--- src/rtl/core/paired_slot_iv_counter_store_unit_defines.svh ---
// assertion macros shared by the paired slot iv counter store rtl
// expects clk_i and rst_ni in the scope of every use
`ifndef PAIRED_SLOT_IV_COUNTER_STORE_UNIT_DEFINES_SVH
`define PAIRED_SLOT_IV_COUNTER_STORE_UNIT_DEFINES_SVH

// same-cycle implication, checked outside reset
`define PSIV_ASSERT_IMP(label, ante, cons) \
  label: assert property (@(posedge clk_i) disable iff (!rst_ni) (ante) |-> (cons)) \
    else $error("psiv: same-cycle check failed");

// next-cycle implication, checked outside reset
`define PSIV_ASSERT_NXT(label, ante, cons) \
  label: assert property (@(posedge clk_i) disable iff (!rst_ni) (ante) |=> (cons)) \
    else $error("psiv: next-cycle check failed");

`endif

--- src/rtl/core/psiv_pkg.sv ---
// shared types, constants and slot kind decode for the iv counter store
// no dependencies
`default_nettype none

package psiv_pkg;

  localparam int unsigned CTR_W       = 64;
  localparam int unsigned SLOT_W      = 6;
  localparam int unsigned OP_W        = 2;
  localparam int unsigned IDX_W       = 9;
  localparam int unsigned MIXED_SLOTS = 6;
  localparam int unsigned S_TDATA_W   = 16;
  localparam int unsigned M_TDATA_W   = 136;
  localparam int unsigned RES_W       = 132;

  typedef enum logic [OP_W-1:0] {
    OP_ENC  = 2'd0,
    OP_DEC  = 2'd1,
    OP_BOTH = 2'd2,
    OP_HMAC = 2'd3
  } rot_op_e;

  typedef enum logic [1:0] {
    KIND_NONE   = 2'd0,
    KIND_CIPHER = 2'd1,
    KIND_HMAC   = 2'd2
  } slot_kind_e;

  typedef enum logic {
    ST_IDLE = 1'b0,
    ST_EXEC = 1'b1
  } ctrl_state_e;

  // commands from the controller to the datapath
  typedef struct packed {
    logic capture;
    logic commit;
  } psiv_cmd_t;

  // kind of a slot from its index: reserved slots and slots past the store have no counter
  function automatic slot_kind_e slot_kind(logic [IDX_W-1:0] idx,
                                           logic [IDX_W-1:0] slot_cnt,
                                           logic [IDX_W-1:0] noctr);
    logic [IDX_W-1:0] rel;
    slot_kind_e       kind;
    rel = idx - noctr;
    if (idx >= slot_cnt || idx < noctr) begin
      kind = KIND_NONE;
    end else if (idx < noctr + IDX_W'(MIXED_SLOTS)) begin
      kind = rel[0] ? KIND_HMAC : KIND_CIPHER;
    end else begin
      kind = KIND_CIPHER;
    end
    return kind;
  endfunction

endpackage

`default_nettype wire

--- src/rtl/core/psiv_ctrl.sv ---
// controller: request handshake, two-state sequencer and result valid flag
// depends on psiv_pkg and the shared assertion macro header
`default_nettype none
`include "paired_slot_iv_counter_store_unit_defines.svh"

module psiv_ctrl
  import psiv_pkg::*;
(
  input  wire logic      clk_i,
  input  wire logic      rst_ni,
  input  wire logic      s_tvalid_i,
  output logic           s_tready_o,
  output logic           m_tvalid_o,
  input  wire logic      m_tready_i,
  output psiv_cmd_t      cmd_o
);

  ctrl_state_e state_q, state_d;
  logic        out_vld_q, out_vld_d;

  // next state
  always_comb begin
    state_d = state_q;
    case (state_q)
      ST_IDLE: begin
        if (cmd_o.capture) state_d = ST_EXEC;
      end
      ST_EXEC: begin
        state_d = ST_IDLE;
      end
      default: begin
        state_d = ST_IDLE;
      end
    endcase
  end

  // outputs: take a request only when the result slot is free or freeing
  always_comb begin
    s_tready_o    = 1'b0;
    cmd_o.capture = 1'b0;
    cmd_o.commit  = 1'b0;
    case (state_q)
      ST_IDLE: begin
        s_tready_o    = !out_vld_q || m_tready_i;
        cmd_o.capture = s_tvalid_i && s_tready_o;
      end
      ST_EXEC: begin
        cmd_o.commit = 1'b1;
      end
      default: begin
        s_tready_o = 1'b0;
      end
    endcase
  end

  // result valid flag
  always_comb begin
    if (cmd_o.commit) begin
      out_vld_d = 1'b1;
    end else if (m_tready_i) begin
      out_vld_d = 1'b0;
    end else begin
      out_vld_d = out_vld_q;
    end
  end

  always_ff @(posedge clk_i or negedge rst_ni) begin
    if (!rst_ni) begin
      state_q   <= ST_IDLE;
      out_vld_q <= 1'b0;
    end else begin
      state_q   <= state_d;
      out_vld_q <= out_vld_d;
    end
  end

  assign m_tvalid_o = out_vld_q;

  // sequencing checks
  `PSIV_ASSERT_NXT(a_capture_then_commit, cmd_o.capture, cmd_o.commit)
  `PSIV_ASSERT_IMP(a_commit_after_capture, cmd_o.commit, $past(cmd_o.capture))
  `PSIV_ASSERT_NXT(a_commit_shows_result, cmd_o.commit, m_tvalid_o)
  `PSIV_ASSERT_IMP(a_busy_blocks_input, state_q == ST_EXEC, !s_tready_o)

endmodule

`default_nettype wire

--- src/rtl/core/psiv_dp.sv ---
// datapath: paired counter memory, per-row valid flags, check/increment, result register
// depends on psiv_pkg
`default_nettype none

module psiv_dp
  import psiv_pkg::*;
#(
  parameter int unsigned SLOT_COUNT  = 64,
  parameter int unsigned NOCTR_SLOTS = 8
) (
  input  wire logic              clk_i,
  input  wire logic              rst_ni,
  input  wire psiv_cmd_t         cmd_i,
  input  wire logic [SLOT_W-1:0] slot_index_i,
  input  wire logic [OP_W-1:0]   rotate_op_i,
  input  wire logic              advance_i,
  output logic [RES_W-1:0]       result_o
);

  // an odd slot count still needs a row for its last, unpaired slot
  localparam int unsigned ROWS  = (SLOT_COUNT + 1) / 2;
  localparam int unsigned ROW_W = (ROWS > 1) ? $clog2(ROWS) : 1;

  // one row holds a pair: even counter low, odd counter high
  logic [2*CTR_W-1:0] mem_q [ROWS];
  logic [ROWS-1:0]    row_vld_q;

  logic [2*CTR_W-1:0] rd_row_q;
  logic               rd_vld_q;
  logic [ROW_W-1:0]   req_row_q;
  rot_op_e            req_op_q;
  logic               req_adv_q;
  slot_kind_e         kind_even_q, kind_odd_q;
  logic [RES_W-1:0]   res_q;

  logic [IDX_W-1:0]   base_idx, odd_idx, row_ext;
  logic [ROW_W-1:0]   rd_addr;
  logic               enc_side, dec_side;
  logic               enc_has, dec_has;
  logic [CTR_W-1:0]   enc_cur, dec_cur, enc_new, dec_new;
  logic               refused, wr_en;
  logic [RES_W-1:0]   res_d;

  // request decode at capture
  assign base_idx = {{(IDX_W-SLOT_W){1'b0}}, slot_index_i[SLOT_W-1:1], 1'b0};
  assign odd_idx  = {{(IDX_W-SLOT_W){1'b0}}, slot_index_i[SLOT_W-1:1], 1'b1};
  assign row_ext  = {{(IDX_W-SLOT_W+1){1'b0}}, slot_index_i[SLOT_W-1:1]};
  assign rd_addr  = row_ext[ROW_W-1:0];

  always_ff @(posedge clk_i) begin
    if (cmd_i.capture) begin
      req_row_q   <= rd_addr;
      req_op_q    <= rot_op_e'(rotate_op_i);
      req_adv_q   <= advance_i;
      kind_even_q <= slot_kind(base_idx, IDX_W'(SLOT_COUNT), IDX_W'(NOCTR_SLOTS));
      kind_odd_q  <= slot_kind(odd_idx, IDX_W'(SLOT_COUNT), IDX_W'(NOCTR_SLOTS));
    end
  end

  // counter memory: one read at capture, one write-back at commit
  always_ff @(posedge clk_i) begin
    if (wr_en) mem_q[req_row_q] <= {dec_new, enc_new};
    if (cmd_i.capture) rd_row_q <= mem_q[rd_addr];
  end

  // row valid flags stand in for clearing the memory at reset
  always_ff @(posedge clk_i or negedge rst_ni) begin
    if (!rst_ni) begin
      row_vld_q <= '0;
      rd_vld_q  <= 1'b0;
    end else begin
      if (wr_en) row_vld_q[req_row_q] <= 1'b1;
      if (cmd_i.capture) rd_vld_q <= row_vld_q[rd_addr];
    end
  end

  // check for exhaustion and increment
  assign enc_side = (req_op_q == OP_ENC) || (req_op_q == OP_BOTH);
  assign dec_side = (req_op_q != OP_ENC);
  assign enc_has  = (kind_even_q != KIND_NONE);
  assign dec_has  = (kind_odd_q != KIND_NONE);
  assign enc_cur  = (enc_has && rd_vld_q) ? rd_row_q[CTR_W-1:0] : '0;
  assign dec_cur  = (dec_has && rd_vld_q) ? rd_row_q[2*CTR_W-1:CTR_W] : '0;

  assign refused = req_adv_q && ((enc_side && (&enc_cur)) || (dec_side && (&dec_cur)));

  assign enc_new = (req_adv_q && enc_side && enc_has) ? enc_cur + CTR_W'(1) : enc_cur;
  assign dec_new = (req_adv_q && dec_side && dec_has) ? dec_cur + CTR_W'(1) : dec_cur;

  // write back only rows that hold a counter, so aliased rows stay untouched
  assign wr_en = cmd_i.commit && req_adv_q && !refused
               && ((enc_side && enc_has) || (dec_side && dec_has));

  // result, lowest bit first: status, enc valid, enc counter, dec valid,
  // dec counter, work launch
  always_comb begin
    if (refused) begin
      res_d    = '0;
      res_d[0] = 1'b1;
    end else begin
      res_d = {dec_side && (kind_odd_q == KIND_HMAC),
               dec_side ? dec_new : {CTR_W{1'b0}},
               dec_side,
               enc_side ? enc_new : {CTR_W{1'b0}},
               enc_side,
               1'b0};
    end
  end

  always_ff @(posedge clk_i) begin
    if (cmd_i.commit) res_q <= res_d;
  end

  assign result_o = res_q;

endmodule

`default_nettype wire

--- src/rtl/core/paired_slot_iv_counter_store_unit.sv ---
// a request is captured on transfer, committed in ST_EXEC, then offered as a result
// input: requests are taken in ST_IDLE only, and not while a result waits unaccepted;
// the counter memory is read in the transfer cycle and written back in the next
// reset: controller idle, no result pending; all counters read zero through per-row
// valid flags cleared by reset, so there is no clearing pass
`default_nettype none

module paired_slot_iv_counter_store_unit
  import psiv_pkg::*;
#(
  parameter int unsigned SLOT_COUNT  = 64,
  parameter int unsigned NOCTR_SLOTS = 8
) (
  input  wire logic                 clk_i,
  input  wire logic                 rst_ni,
  input  wire logic                 s_axis_tvalid,
  output logic                      s_axis_tready,
  // slot_index [5:0], rotate_op [7:6], advance [8], zero [15:9]
  input  wire logic [S_TDATA_W-1:0] s_axis_tdata,
  output logic                      m_axis_tvalid,
  input  wire logic                 m_axis_tready,
  // status [0], enc_valid [1], enc_counter [65:2], dec_valid [66],
  // dec_counter [130:67], work_launch [131], zero [135:132]
  output logic [M_TDATA_W-1:0]      m_axis_tdata
);

  psiv_cmd_t        cmd;
  logic [RES_W-1:0] result;

  // sequencer
  psiv_ctrl u_ctrl (
    .clk_i      (clk_i),
    .rst_ni     (rst_ni),
    .s_tvalid_i (s_axis_tvalid),
    .s_tready_o (s_axis_tready),
    .m_tvalid_o (m_axis_tvalid),
    .m_tready_i (m_axis_tready),
    .cmd_o      (cmd)
  );

  // counter store and arithmetic
  psiv_dp #(
    .SLOT_COUNT  (SLOT_COUNT),
    .NOCTR_SLOTS (NOCTR_SLOTS)
  ) u_dp (
    .clk_i        (clk_i),
    .rst_ni       (rst_ni),
    .cmd_i        (cmd),
    .slot_index_i (s_axis_tdata[5:0]),
    .rotate_op_i  (s_axis_tdata[7:6]),
    .advance_i    (s_axis_tdata[8]),
    .result_o     (result)
  );

  assign m_axis_tdata = {{(M_TDATA_W-RES_W){1'b0}}, result};

endmodule

`default_nettype wire
--- config.mk ---
export PLATFORM = sky130hd
export DESIGN_NAME = paired_slot_iv_counter_store_unit
export DESIGN_NICKNAME = d
export VERILOG_FILES = /design/src/rtl/core/psiv_pkg.sv /design/src/rtl/core/psiv_ctrl.sv /design/src/rtl/core/psiv_dp.sv /design/src/rtl/core/paired_slot_iv_counter_store_unit.sv
export VERILOG_INCLUDE_DIRS = /design/src /design/src/rtl/core
export SDC_FILE = /design/constraint.sdc
export NUM_CORES = 2
export LEC_CHECK = 0
export BUFFER_PORTS_ARGS = -buffer_cell sky130_fd_sc_hd__buf_4
export CAP_MARGIN = 20
export CORE_ASPECT_RATIO = 1.1
export CORE_MARGIN = 2
export CORE_UTILIZATION = 65
export CTS_BUF_LIST = sky130_fd_sc_hd__clkbuf_8
export CTS_CLUSTER_DIAMETER = 80
export CTS_CLUSTER_SIZE = 25
export DETAILED_ROUTE_END_ITERATION = 12
export GPL_TIMING_DRIVEN = 0
export HOLD_SLACK_MARGIN = 0.02
export PLACE_DENSITY = 0.82
export RECOVER_POWER = 100
export SLEW_MARGIN = 30
export SYNTH_ARGS = -nofsm -noshare
export SYNTH_HDL_FRONTEND = slang
export SYNTH_SLANG_ARGS = --single-unit
--- constraint.sdc ---
create_clock -name clk_i -period 22.3 [get_ports clk_i]
set_clock_uncertainty 0.05 [all_clocks]
set_input_delay 5.575 -clock clk_i [delete_from_list [all_inputs] [get_ports clk_i]]
set_output_delay 5.575 -clock clk_i [all_outputs]
set_load 0.05 [all_outputs]
==> flow_summary_export.csv <==
group,metric,value,unit
clocking,numCtsBuffers,196,
timing,slew_violations,1837,
logic_synthesis,yosys_warnings,0,
route,ant_nets,0,
route,drc,0,
critical_path,cp_slowest_stage_delay,0.50,ns
clocking,cts.sinks,4402,
logic_synthesis,ys_ff_latch,4402,
clocking,cts_tree,"done",
place,port_buffers,145,
timing,setup_viol,0,
logic_synthesis,syn_area,168900,µm²
timing,relSlewSlack,-103.9,%
timing,max_freq,83.25,MHz
power,p_leak,55.24,nW
critical_path,crit_start,"m_axis_tready",
finish,nets,8713,
place,dp_hpwl,341400,µm
logic_synthesis,ys_seq_area_share,78.15,%
clocking,cts_resized,0,
floorplanning,die_w,490.1,µm
logic_synthesis,synth_top_area_cell,"edfxtp_1",
global_route,grt_pass1_wl,654300,µm
power,max-vdd-ir-drop,0.07613,mV
clocking,root_buffer,"clkbuf_8",
global_route,grt_usage,35.65,%
finish,num-fill-cells,14930,
status,status,"finished with violations",
finish,finalNonFillerCells,12220,
logic_synthesis,synth.distinct_cells,53,
clocking,cts_max_level,4,
timing,rsz0062_at_grt,"no",
timing,post-route-min-period,12.01,ns
clocking,post_cts_buffers,0,
floorplanning,num_io_pins,158,
run,cap_violations,70,
finish,design_area,182400,µm²
status,violations,"max-capacitance violations, max-slew violations",
critical_path,cp_max_fo,3,
clocking,clk_pin_slew,0.11,ns
critical_path,critPathSlowestCell,"clkbuf_1",
timing,hold_viol,0,
timing,worst-slew-pin-transition,3.031,ns
floorplanning,die_y,538.7,µm
logic_synthesis,syn-instance-count,7036,
hold_path,worstHoldPathType,"register to register",
floorplanning,core,259000,µm²
critical_path,cp.arrival,6.39,ns
floorplanning,start_util,65.23,%
timing,period_share,53.87,%
critical_path,crit_chain,"clkbuf_4 > inv_1 > a21oi_1 > clkbuf_1",
global_route,grt_overflow,0,
global_route,grt_pass1_vias,89070,
hold_path,min_from,"u_dp.row_vld_q[22]",
critical_path,r2r-start,"u_dp.rd_vld_q",
clocking,hold_buffers,0,
route,wl_per_cell,38.39,µm
critical_path,cp-start-kind,"input pin",
route,drtIter0Drc,15860,
critical_path,crit_buf_inv,3,
place,gp_congestion,0.8751,
critical_path,critPathTopFamily,"buffers and inverters",
route,drt-pass1-iter-count,9,
critical_path,critPathKind,"input pin to primary output",
place,place_area,183800,µm²
global_route,antenna_found_initial,32,
critical_path,critical_path_required,16.68,ns
clocking,worstSkewPairLatency,1.15,ns
route,vias_per_cell,7.329,
floorplanning,die_area,264000,µm²
logic_synthesis,synth_top_area_share,77.63,%
finish,area_growth,8.001,%
clocking,clock_tree.buffer_depth,3,
power,p_per_area,75.86,nW/µm²
logic_synthesis,ys_top_cells_by_area,"edfxtp_1 78%, mux4_2 17%, mux2_2 0.87%",
logic_synthesis,avgSynthCellArea,24.01,µm²
floorplanning,row_count,196,
critical_path,cp-end-kind,"primary output",
finish,drive_gt1_share,20.90,%
route,vias,89580,
place,dp.cells,11960,
power,total_power,0.01384,W
global_route,grt_max_degree,54,
route,drt-total-wl,469300,µm
timing,finalSetupTns,0,ns
power breakdown:
part / total [W] / switching, W / leakage (nW) / internal [W]
Combinational: 0.00125 / 0.000885 / 13.0 / 0.000363
Clock: 0.00314 / 0.00228 / 1.64 / 0.000858
Sequential: 0.00945 / 0.0000561 / 40.6 / 0.00940
Yosys cell counts (all sizes together):
master / count
buf: 133
nor3: 125
a21oi: 4
o21ai: 3
nand4b: 2
mux2i: 2
inv: 20
nor4b: 1
nor2b: 30
and4b: 1
mux4: 1290
nor4: 73
xor2: 46
clkbuf: 238
conb: 1
and4: 16
nor2: 131
or2: 32
and3b: 2
nand4: 45
and2: 10
nand2: 101
dfrtp: 35
a32o: 1
nand2b: 1
xnor2: 77
mux2: 130
or3: 7
o21a: 1
nand3: 55
nand3b: 6
o211ai: 4
o41ai: 3
nor3b: 5
and3: 21
ha: 2
edfxtp: 4367
or3b: 1
a211oi: 1
a21o: 1
or4: 12
cells in the final DEF, fill, tap and decap left out, types with 16 or more instances in the layout:
cell / n
nand2_1: 101
xnor2_1: 75
inv_1: 40
nor2b_1: 29
and4_1: 16
nand4_1: 44
clkbuf_8: 201
nor4_1: 68
mux2_2: 82
clkbuf_1: 1622
nor3_1: 122
dfrtp_1: 35
or2_2: 20
mux4_2: 1290
mux2_1: 48
and3_1: 21
nor2_1: 130
buf_2: 92
nand3_1: 55
clkbuf_2: 77
xor2_1: 46
diode_2: 22
edfxtp_1: 4367
final cells by class:
type,count,area (µm²),share of cell area (%)
diodes,22,55.05,0.03017
plain buffers,371,1627,0.8915
clock buffers,201,2766,1.516
clock inverters,42,301.5,0.1653
inverters,20,75.07,0.04115
multi-input cells,2246,35390,19.40
flip-flops and latches,4402,132000,72.36
well taps,3465,4335,2.376
repair buffers,1454,5889,3.228
worst register-to-register path, cell delays in order, from the launching register on:
cell	delay [ns]
dfrtp_1	0.74
clkbuf_1	1.49
o21ai_0	1.56
nor3_1	1.33
and4_1	0.37
a32o_1	0.21
clkbuf_1	0.83
clkbuf_1	1.23
nor4_1	0.43
clkbuf_1	0.39
clkbuf_1	0.28
clkbuf_1	0.30
clkbuf_1	0.32
clkbuf_1	0.34
clkbuf_1	0.28
clkbuf_1	0.28
clkbuf_1	0.28
clkbuf_1	0.25
clkbuf_1	0.19
routing by layer:
metal | vias up | global-route usage (%) | share of wire, % | wire length, µm
met4 | 34 | 20.51 | 7.0 | 32990
met1 | 45840 | 45.05 | 31 | 144400
met2 | 8858 | 57.14 | 48 | 227200
met5 | - | 0 | 0.054 | 253
li1 | 33150 | - | - | -
met3 | 1699 | 9.004 | 14 | 64490
logic make-up after synthesis:
group                      Yosys count  synth area share [%]
AOI/OAI and AO/OA                   18               0.07629
xor gates and xnor gates           123                0.6377
adders and majority gates            2               0.01481
buffers and inverters              391                0.9073
DFF                               4402                 78.15
muxes                             1422                 18.08
other                                1              0.002220
and+or+nand+nor                    677                 2.140
per-stage QoR:
step           utilization, %  worst slack, ns  hold slack [ns]
2_1_floorplan               -            5.291           0.3758
3_5_place_dp            70.98            10.55           0.3976
3_3_place_gp            67.33           -14.99           0.3906
5_1_grt                 70.43            10.26           0.4374
4_1_cts                 72.17            10.54           0.4262
6_report                70.45            10.29           0.4219
final timing paths:
kind / end / slack, ns / depth (start not counted)
min: u_dp.row_vld_q[22] / 0.42 / 1
min reg2reg: u_dp.row_vld_q[22] / 0.42 / 1
max in group asynchronous: u_dp.row_vld_q[10] / 16.14 / 1
min in group asynchronous: u_dp.row_vld_q[3] / 4.93 / 1
max: s_axis_tready / 10.29 / 4
max reg2reg: u_dp.mem_q[17][79] / 10.89 / 18
flip-flops by register name, indices dropped and copies added, names as in the netlist, 2 cells and up:
signal	flops
u_dp.row_vld_q	32
u_dp.kind_odd_q	2
u_dp.rd_row_q	128
u_dp.result_o	132
u_dp.req_op_q	2
u_dp.req_row_q	5
u_dp.mem_q	4096
Power figures use the tool's default switching activity.
